<file path="config.mk">
export PLATFORM = sky130hd
export DESIGN_NAME = hgr_ctrl
export DESIGN_NICKNAME = d
export VERILOG_FILES = /design/src/rtl/hgr_pkg.sv /design/src/rtl/hgr_ctrl.sv
export SDC_FILE = /design/constraint.sdc
export NUM_CORES = 1
export LEC_CHECK = 0
export CAP_MARGIN = 15
export CELL_PAD_IN_SITES_DETAIL_PLACEMENT = 1
export CELL_PAD_IN_SITES_GLOBAL_PLACEMENT = 1
export CORE_MARGIN = 5
export CORE_UTILIZATION = 43
export DETAILED_ROUTE_END_ITERATION = 8
export DONT_BUFFER_PORTS = 1
export PLACE_DENSITY = 0.73
export SYNTH_ARGS = -nofsm -noshare
export SYNTH_HDL_FRONTEND = slang
export SYNTH_SLANG_ARGS = --single-unit
</file>
<file path="constraint.sdc">
create_clock -name clock -period 2.9 [get_ports clock]
set_clock_uncertainty 0.2 [all_clocks]
set_input_delay 0.58 -clock clock [delete_from_list [all_inputs] [get_ports clock]]
set_output_delay 0.58 -clock clock [all_outputs]
set_load 0.1 [all_outputs]
</file>
<file path="src/rtl/hgr_pkg.sv">
// ---------------------------------------------------------------------------
// hgr_pkg: shared types and constants for the group restraint unit
// Request and response payload structs, request kinds, register indexes and
// the command and status bundles between the controller and the datapath.
// ---------------------------------------------------------------------------
package hgr_pkg;

   localparam logic [1:0] KIND_ACCEPT = 2'd0;
   localparam logic [1:0] KIND_REJECT = 2'd1;
   localparam logic [1:0] KIND_EVAL   = 2'd2;

   localparam logic [2:0] REG_HALF_K   = 3'd0;
   localparam logic [2:0] REG_FINAL    = 3'd1;
   localparam logic [2:0] REG_RAMP     = 3'd2;
   localparam logic [2:0] REG_START    = 3'd3;
   localparam logic [2:0] REG_MASK     = 3'd4;
   localparam logic [2:0] REG_SIZE_A   = 3'd5;
   localparam logic [2:0] REG_SIZE_B   = 3'd6;

   typedef struct packed {
      logic [1:0]         kind;
      logic               in_first;
      logic               in_second;
      logic signed [31:0] shift_x;
      logic signed [31:0] shift_y;
      logic signed [31:0] shift_z;
      logic [30:0]        step_number;
   } req_type;

   typedef struct packed {
      logic [31:0]        distance;
      logic [47:0]        energy;
      logic signed [47:0] force_res;
      logic [31:0]        ramp_length;
   } rsp_type;

   // controller to datapath
   typedef struct packed {
      logic load;      // capture request
      logic div_start; // start a divider pass
      logic div_ramp;  // pass is the ramp quotient, else a move quotient
      logic [1:0] axis;
      logic grp_b;     // move quotient targets the second group
      logic apply;     // add quotient to center
      logic sq_start;  // start square root
      logic fin;       // compute energy and force stage
      logic fin2;
      logic emit;      // load the response register
   } cmd_type;

   // datapath to controller
   typedef struct packed {
      logic div_done;
      logic sq_done;
   } sts_type;

endpackage

</file>
<file path="src/rtl/hgr_ctrl.sv">
// ---------------------------------------------------------------------------
// hgr_ctrl: sequencer for move and evaluate requests
// Walks group and axis quotients for moves, and ramp divide, square root
// and result stages for evaluates; holds the response register handshake.
// ---------------------------------------------------------------------------
module hgr_ctrl
   import hgr_pkg::*;
(
   input  logic       clock,
   input  logic       reset,
   input  logic       req_valid,
   output logic       req_ready,
   input  logic [1:0] req_kind,
   input  logic       req_first,
   input  logic       req_second,
   output logic       rsp_valid,
   input  logic       rsp_ready,
   output cmd_type    cmd,
   input  sts_type    sts
);

   localparam logic [2:0] ST_IDLE = 3'd0;
   localparam logic [2:0] ST_MDIV = 3'd1;
   localparam logic [2:0] ST_MAPP = 3'd2;
   localparam logic [2:0] ST_RDIV = 3'd3;
   localparam logic [2:0] ST_SQRT = 3'd4;
   localparam logic [2:0] ST_FIN  = 3'd5;
   localparam logic [2:0] ST_FIN2 = 3'd6;
   localparam logic [2:0] ST_OUT  = 3'd7;

   logic [2:0] state_ff, state_in;
   logic [1:0] axis_ff, axis_in;
   logic       grp_ff, grp_in;
   logic       ga_ff, ga_in, gb_ff, gb_in;
   logic       started_ff, started_in;
   logic       rv_ff, rv_in;

   assign req_ready = state_ff == ST_IDLE;
   assign rsp_valid = rv_ff;

   always_comb begin
      state_in = state_ff; axis_in = axis_ff; grp_in = grp_ff;
      ga_in = ga_ff; gb_in = gb_ff; started_in = started_ff;
      rv_in = rv_ff && !rsp_ready;
      cmd = '0;
      cmd.axis = axis_ff;
      cmd.grp_b = grp_ff;
      case (state_ff)
         ST_IDLE: begin
            if (req_valid && req_ready) begin
               cmd.load = 1'b1;
               axis_in = 2'd0;
               started_in = 1'b0;
               ga_in = req_first;
               gb_in = req_second;
               grp_in = !req_first;
               if (req_kind == KIND_EVAL) state_in = ST_RDIV;
               else if (req_kind == KIND_ACCEPT || req_kind == KIND_REJECT) begin
                  if (req_first || req_second) state_in = ST_MDIV;
               end
            end
         end
         ST_MDIV: begin
            if (!started_ff) begin
               cmd.div_start = 1'b1;
               started_in = 1'b1;
            end else if (sts.div_done) state_in = ST_MAPP;
         end
         ST_MAPP: begin
            cmd.apply = 1'b1;
            started_in = 1'b0;
            state_in = ST_MDIV;
            if (axis_ff == 2'd2) begin
               axis_in = 2'd0;
               if (!grp_ff && gb_ff) grp_in = 1'b1;
               else state_in = ST_IDLE;
            end else axis_in = axis_ff + 2'd1;
         end
         ST_RDIV: begin
            cmd.div_ramp = 1'b1;
            if (!started_ff) begin
               cmd.div_start = 1'b1;
               started_in = 1'b1;
            end else if (sts.div_done) begin
               cmd.sq_start = 1'b1;
               state_in = ST_SQRT;
            end
         end
         ST_SQRT: if (sts.sq_done) state_in = ST_FIN;
         ST_FIN: begin
            cmd.fin = 1'b1;
            state_in = ST_FIN2;
         end
         ST_FIN2: begin
            cmd.fin2 = 1'b1;
            state_in = ST_OUT;
         end
         ST_OUT: begin
            if (!rv_ff || rsp_ready) begin
               cmd.emit = 1'b1;
               rv_in = 1'b1;
               state_in = ST_IDLE;
            end
         end
         default: state_in = ST_IDLE;
      endcase
   end

   always_ff @(posedge clock) begin
      if (reset) begin
         state_ff <= ST_IDLE;
         axis_ff <= '0; grp_ff <= 1'b0; ga_ff <= 1'b0; gb_ff <= 1'b0;
         started_ff <= 1'b0; rv_ff <= 1'b0;
      end else begin
         state_ff <= state_in; axis_ff <= axis_in; grp_ff <= grp_in;
         ga_ff <= ga_in; gb_ff <= gb_in; started_ff <= started_in;
         rv_ff <= rv_in;
      end
   end

   // checks
   a_apply_in_move: assert property (@(posedge clock) disable iff (reset)
      cmd.apply |-> (ga_ff || gb_ff)) else $error("apply without group");
   a_rsp_hold: assert property (@(posedge clock) disable iff (reset)
      rv_ff && !rsp_ready |=> rv_ff) else $error("response dropped");
   a_no_accept_busy: assert property (@(posedge clock) disable iff (reset)
      state_ff != ST_IDLE |-> !req_ready) else $error("accept while busy");
endmodule
</file>
==> results list <==
- Via Count: 552
- Global-route usage over all layers: 17.1%
- Clock insertion delay at the later pin of the skew report: ~0.27 ns
- Final critical path time including I/O delays and setup: 2.58 ns
- Input/output buffers: 0
- Total CTS buffers: 3
* Estimated wirelength of the detail-placed design: roughly 1100 microns
- In this run the worst path has a maximum fanout of 15.
- Proportion of synthesized area in mux cells: 1.79%
- Final setup vio count: 0
* Post-synthesis instance area: 559 sq um
- Average footprint of a synthesized cell: between 7 and 8 sq um
- Critical path arrival: 1.80 ns
- Adder-cell share of the synthesized area: 0%
- Placer congestion estimate: 0.699
- For the pin with the worst max-slew slack, the measured transition is 1.07 ns.
- Number of cell rows: 13
* # Post-CTS Setup Buffers: 0
- The flow ran to the end, and the final reports show no timing, DRC or antenna violations.
- TritonCTS clock tree: done
- Overall die area: around 2100 sq um
* Share of synthesized cell area in and, or, nand and nor gates: 35.3%
- Post-synthesis cell count: 70
- PnR Total Power: 684 uW
- Setup repair after global routing left no endpoint under its margin.
- Peak supply drop: 0.766 mV
* Routed wire length: 1460 microns
- Iteration count of the initial detailed-routing pass: 3
* Sum of buffers and inverters on the critical path: 1
- Slowest CP cell: sky130_fd_sc_hd__dfxtp_1
* Library cells used by synthesis: 32
- CTS built an H-tree with a depth of 1.
* Post-CTS clock slew at the launch and capture registers of the worst setup and hold paths: roughly 0.070 ns
- After synthesis, the largest family of logic cells by area is simple AND/OR/NAND/NOR gates.
- Post-synthesis sequential area ratio: 32.2%
* Net count after synthesis: 80
* Flops & latches, synth: 9
* Aggregate negative setup slack: 0 ns
- The min-delay analysis places its worst path in the category in -> reg.
- In this run the remaining antenna-violating nets after routing total 0.
* Worst path setup slack after routing: between 0.3 and 0.4 ns
- Maximum frequency from static timing analysis: 388 MHz
* Sinks on the clock net: 9
* Initial drt markers: 4
* Maximum single-stage delay on the critical path: 0.72 ns
- The critical path in this run is classified as reg -> out.
- Proportion of layout cells with a drive suffix above 1: 34.6%
- The tool flagged a number of max-cap violations equal to 0.
- Crit path required time: 2.12 ns
- Utilization after layout: 55.3%
* Hold violation count in the final report: 0
- In this run the standard cell core region covers 1270 sq um.
* Largest net degree at the start of global routing: 16
- The worst pin sits at a relative slew slack of 28.8%.
- The max-slew violation count was 0.
- Maximum root-to-sink buffer count: 2
- Layout-stage area growth over the synthesis result: 25.5%
* Vias in the first global route: ~550
* Number of cells upsized or downsized after cts: 0
- Die height: 46.1 microns
* Hold Buf Count CTS: 0
* Post-detailed-route DRC marker count: 0
- Power spread over the standard cell area amounts to 974 nW/um^2.
- Traced cell by cell, the critical path runs through nand2b_1 > nor3_4 > buf_4.
- During I/O placement, the number of pins put on the boundary was 23.
- Across all register-to-register paths, the minimum setup slack is between 0.9 and 1 ns.
- During synthesis, Yosys emitted a total of 0 warnings.
- Clock root cell: sky130_fd_sc_hd__clkbuf_4
- First-pass GRT wire length: 2380 microns
- The die is about 46 microns wide.
- The number of antenna violations at the first check in global routing came to 0.
- Total grt overflow: 0
* Final clock period utilization by the worst path: 89.0%
* Final net count: between 90 and 100
- The worst setup path is captured at a primary output.
- Summing the areas of all compound-gate instances in the mapped netlist gives 22.8% of the synthesized area.
* Effective utilization at floorplan: between 40% and 50%
- Across all hold checks on the routed design, the worst slack comes to 0.172 ns.
* Post-synthesis share of cell area spent on xor and xnor gates: 0%
- Average detailed-routed wire length per instance: 15.3 microns
- Category of the worst setup path launch point: register
* Total leakage power: 0.278 nW
- 0 antenna diodes ended up in the layout.
- Dividing the detail-routed via count by the number of cells gives 5.75.
- Minimum setup slack after placement: a little over 0.6 ns
- Broken down by cell family, the worst path's largest delay share belongs to flip-flops.
[flip-flops by register name (all words and copies together), names as in the netlist]
| name | cells |
|---|---|
| state_ff | 3 |
| axis_ff | 2 |
| gb_ff | 1 |
| grp_ff | 1 |
| rsp_valid | 1 |
| started_ff | 1 |
[report_power, final]
group | internal [mW] | total, mW | switching [mW]
Sequential | 0.145 | 0.212 | 0.0667
Clock | 0.0532 | 0.102 | 0.0489
Combinational | 0.0934 | 0.370 | 0.276
[cells in the mapped netlist]
master,count,area [sq um]
sky130_fd_sc_hd__a21oi_1,5,25.0
sky130_fd_sc_hd__nand2b_1,2,12.5
sky130_fd_sc_hd__nand2_1,5,18.8
sky130_fd_sc_hd__and3_1,1,6.26
sky130_fd_sc_hd__o21a_1,1,7.51
sky130_fd_sc_hd__nor3_1,4,20.0
sky130_fd_sc_hd__buf_2,2,10.0
sky130_fd_sc_hd__nand3b_1,2,15.0
sky130_fd_sc_hd__a31oi_1,1,6.26
sky130_fd_sc_hd__a22oi_1,1,7.51
sky130_fd_sc_hd__inv_1,2,7.51
sky130_fd_sc_hd__a41oi_1,1,8.76
sky130_fd_sc_hd__o21ai_0,4,20.0
sky130_fd_sc_hd__buf_6,1,11.3
sky130_fd_sc_hd__buf_4,2,15.0
sky130_fd_sc_hd__and2_1,1,6.26
sky130_fd_sc_hd__and3_4,1,11.3
sky130_fd_sc_hd__nor4b_1,1,8.76
sky130_fd_sc_hd__a21bo_2,1,10.0
sky130_fd_sc_hd__a41o_1,1,10.0
sky130_fd_sc_hd__nor4b_2,1,15.0
sky130_fd_sc_hd__nand3_1,1,5.00
sky130_fd_sc_hd__a221oi_1,1,8.76
sky130_fd_sc_hd__nor2_1,11,41.3
sky130_fd_sc_hd__o32ai_1,1,8.76
sky130_fd_sc_hd__a221oi_2,1,15.0
sky130_fd_sc_hd__nor3b_1,1,7.51
sky130_fd_sc_hd__nor2b_1,2,12.5
sky130_fd_sc_hd__nor3_2,1,10.0
sky130_fd_sc_hd__dfxtp_1,9,180
sky130_fd_sc_hd__mux2i_1,1,10.0
sky130_fd_sc_hd__or3_2,1,7.51
[final timing paths]
check	cells past startpoint	from	endpoint
worst max-delay path	3	state_ff[0]$_SDFFE_PP0P_	cmd[3]
worst min-delay path	1	reset	gb_ff$_SDFFE_PP0P_
worst max register to register	5	state_ff[1]$_SDFFE_PP0P_	grp_ff$_SDFFE_PP0P_
worst min register to register	2	started_ff$_SDFFE_PP0P_	started_ff$_SDFFE_PP0P_
[metal layers]
layer / GRT usage (%) / wire (microns) / vias to the layer above
li1: - / - / 275
met1: 16.5 / 576 / 260
met2: 28.0 / 734 / 13
met3: 5.08 / 91 / 4
met4: 17.0 / 61 / 0
met5: 0 / 0 / -
[cell type report]
cell class / instances / area [sq um]
Clock buffer: 4 / 26.3
Fill cell: 154 / 567
Inverter: 2 / 7.51
Multi-Input combinational cell: 54 / 379
Sequential cell: 9 / 180
Tap cell: 15 / 18.8
Timing Repair Buffer: 12 / 90.1
[placed cells by master (no fill, tap or decap), types with 3 or more instances in the layout]
master,netlist,final
sky130_fd_sc_hd__buf_4,2,12
sky130_fd_sc_hd__nor2_2,0,4
sky130_fd_sc_hd__nor3_4,0,3
sky130_fd_sc_hd__dfxtp_1,9,9
sky130_fd_sc_hd__nand2_1,5,5
sky130_fd_sc_hd__o21ai_0,4,4
sky130_fd_sc_hd__nor2_1,11,7
sky130_fd_sc_hd__clkbuf_4,0,3
sky130_fd_sc_hd__a21oi_1,5,5
[cell families after synthesis]
kind of cell | after synthesis
muxes | 1
DFF | 9
and+or+nand+nor | 35
buffers and inverters | 7
AOI/OAI and AO/OA | 18
[through the flow]
step	std cells	instance area (sq um)
5_1_grt	96	702
2_1_floorplan	70	577
6_report	96	702
3_3_place_gp	92	676
3_5_place_dp	92	676
4_1_cts	96	702
Note: power is estimated with default switching activity, not from simulation.
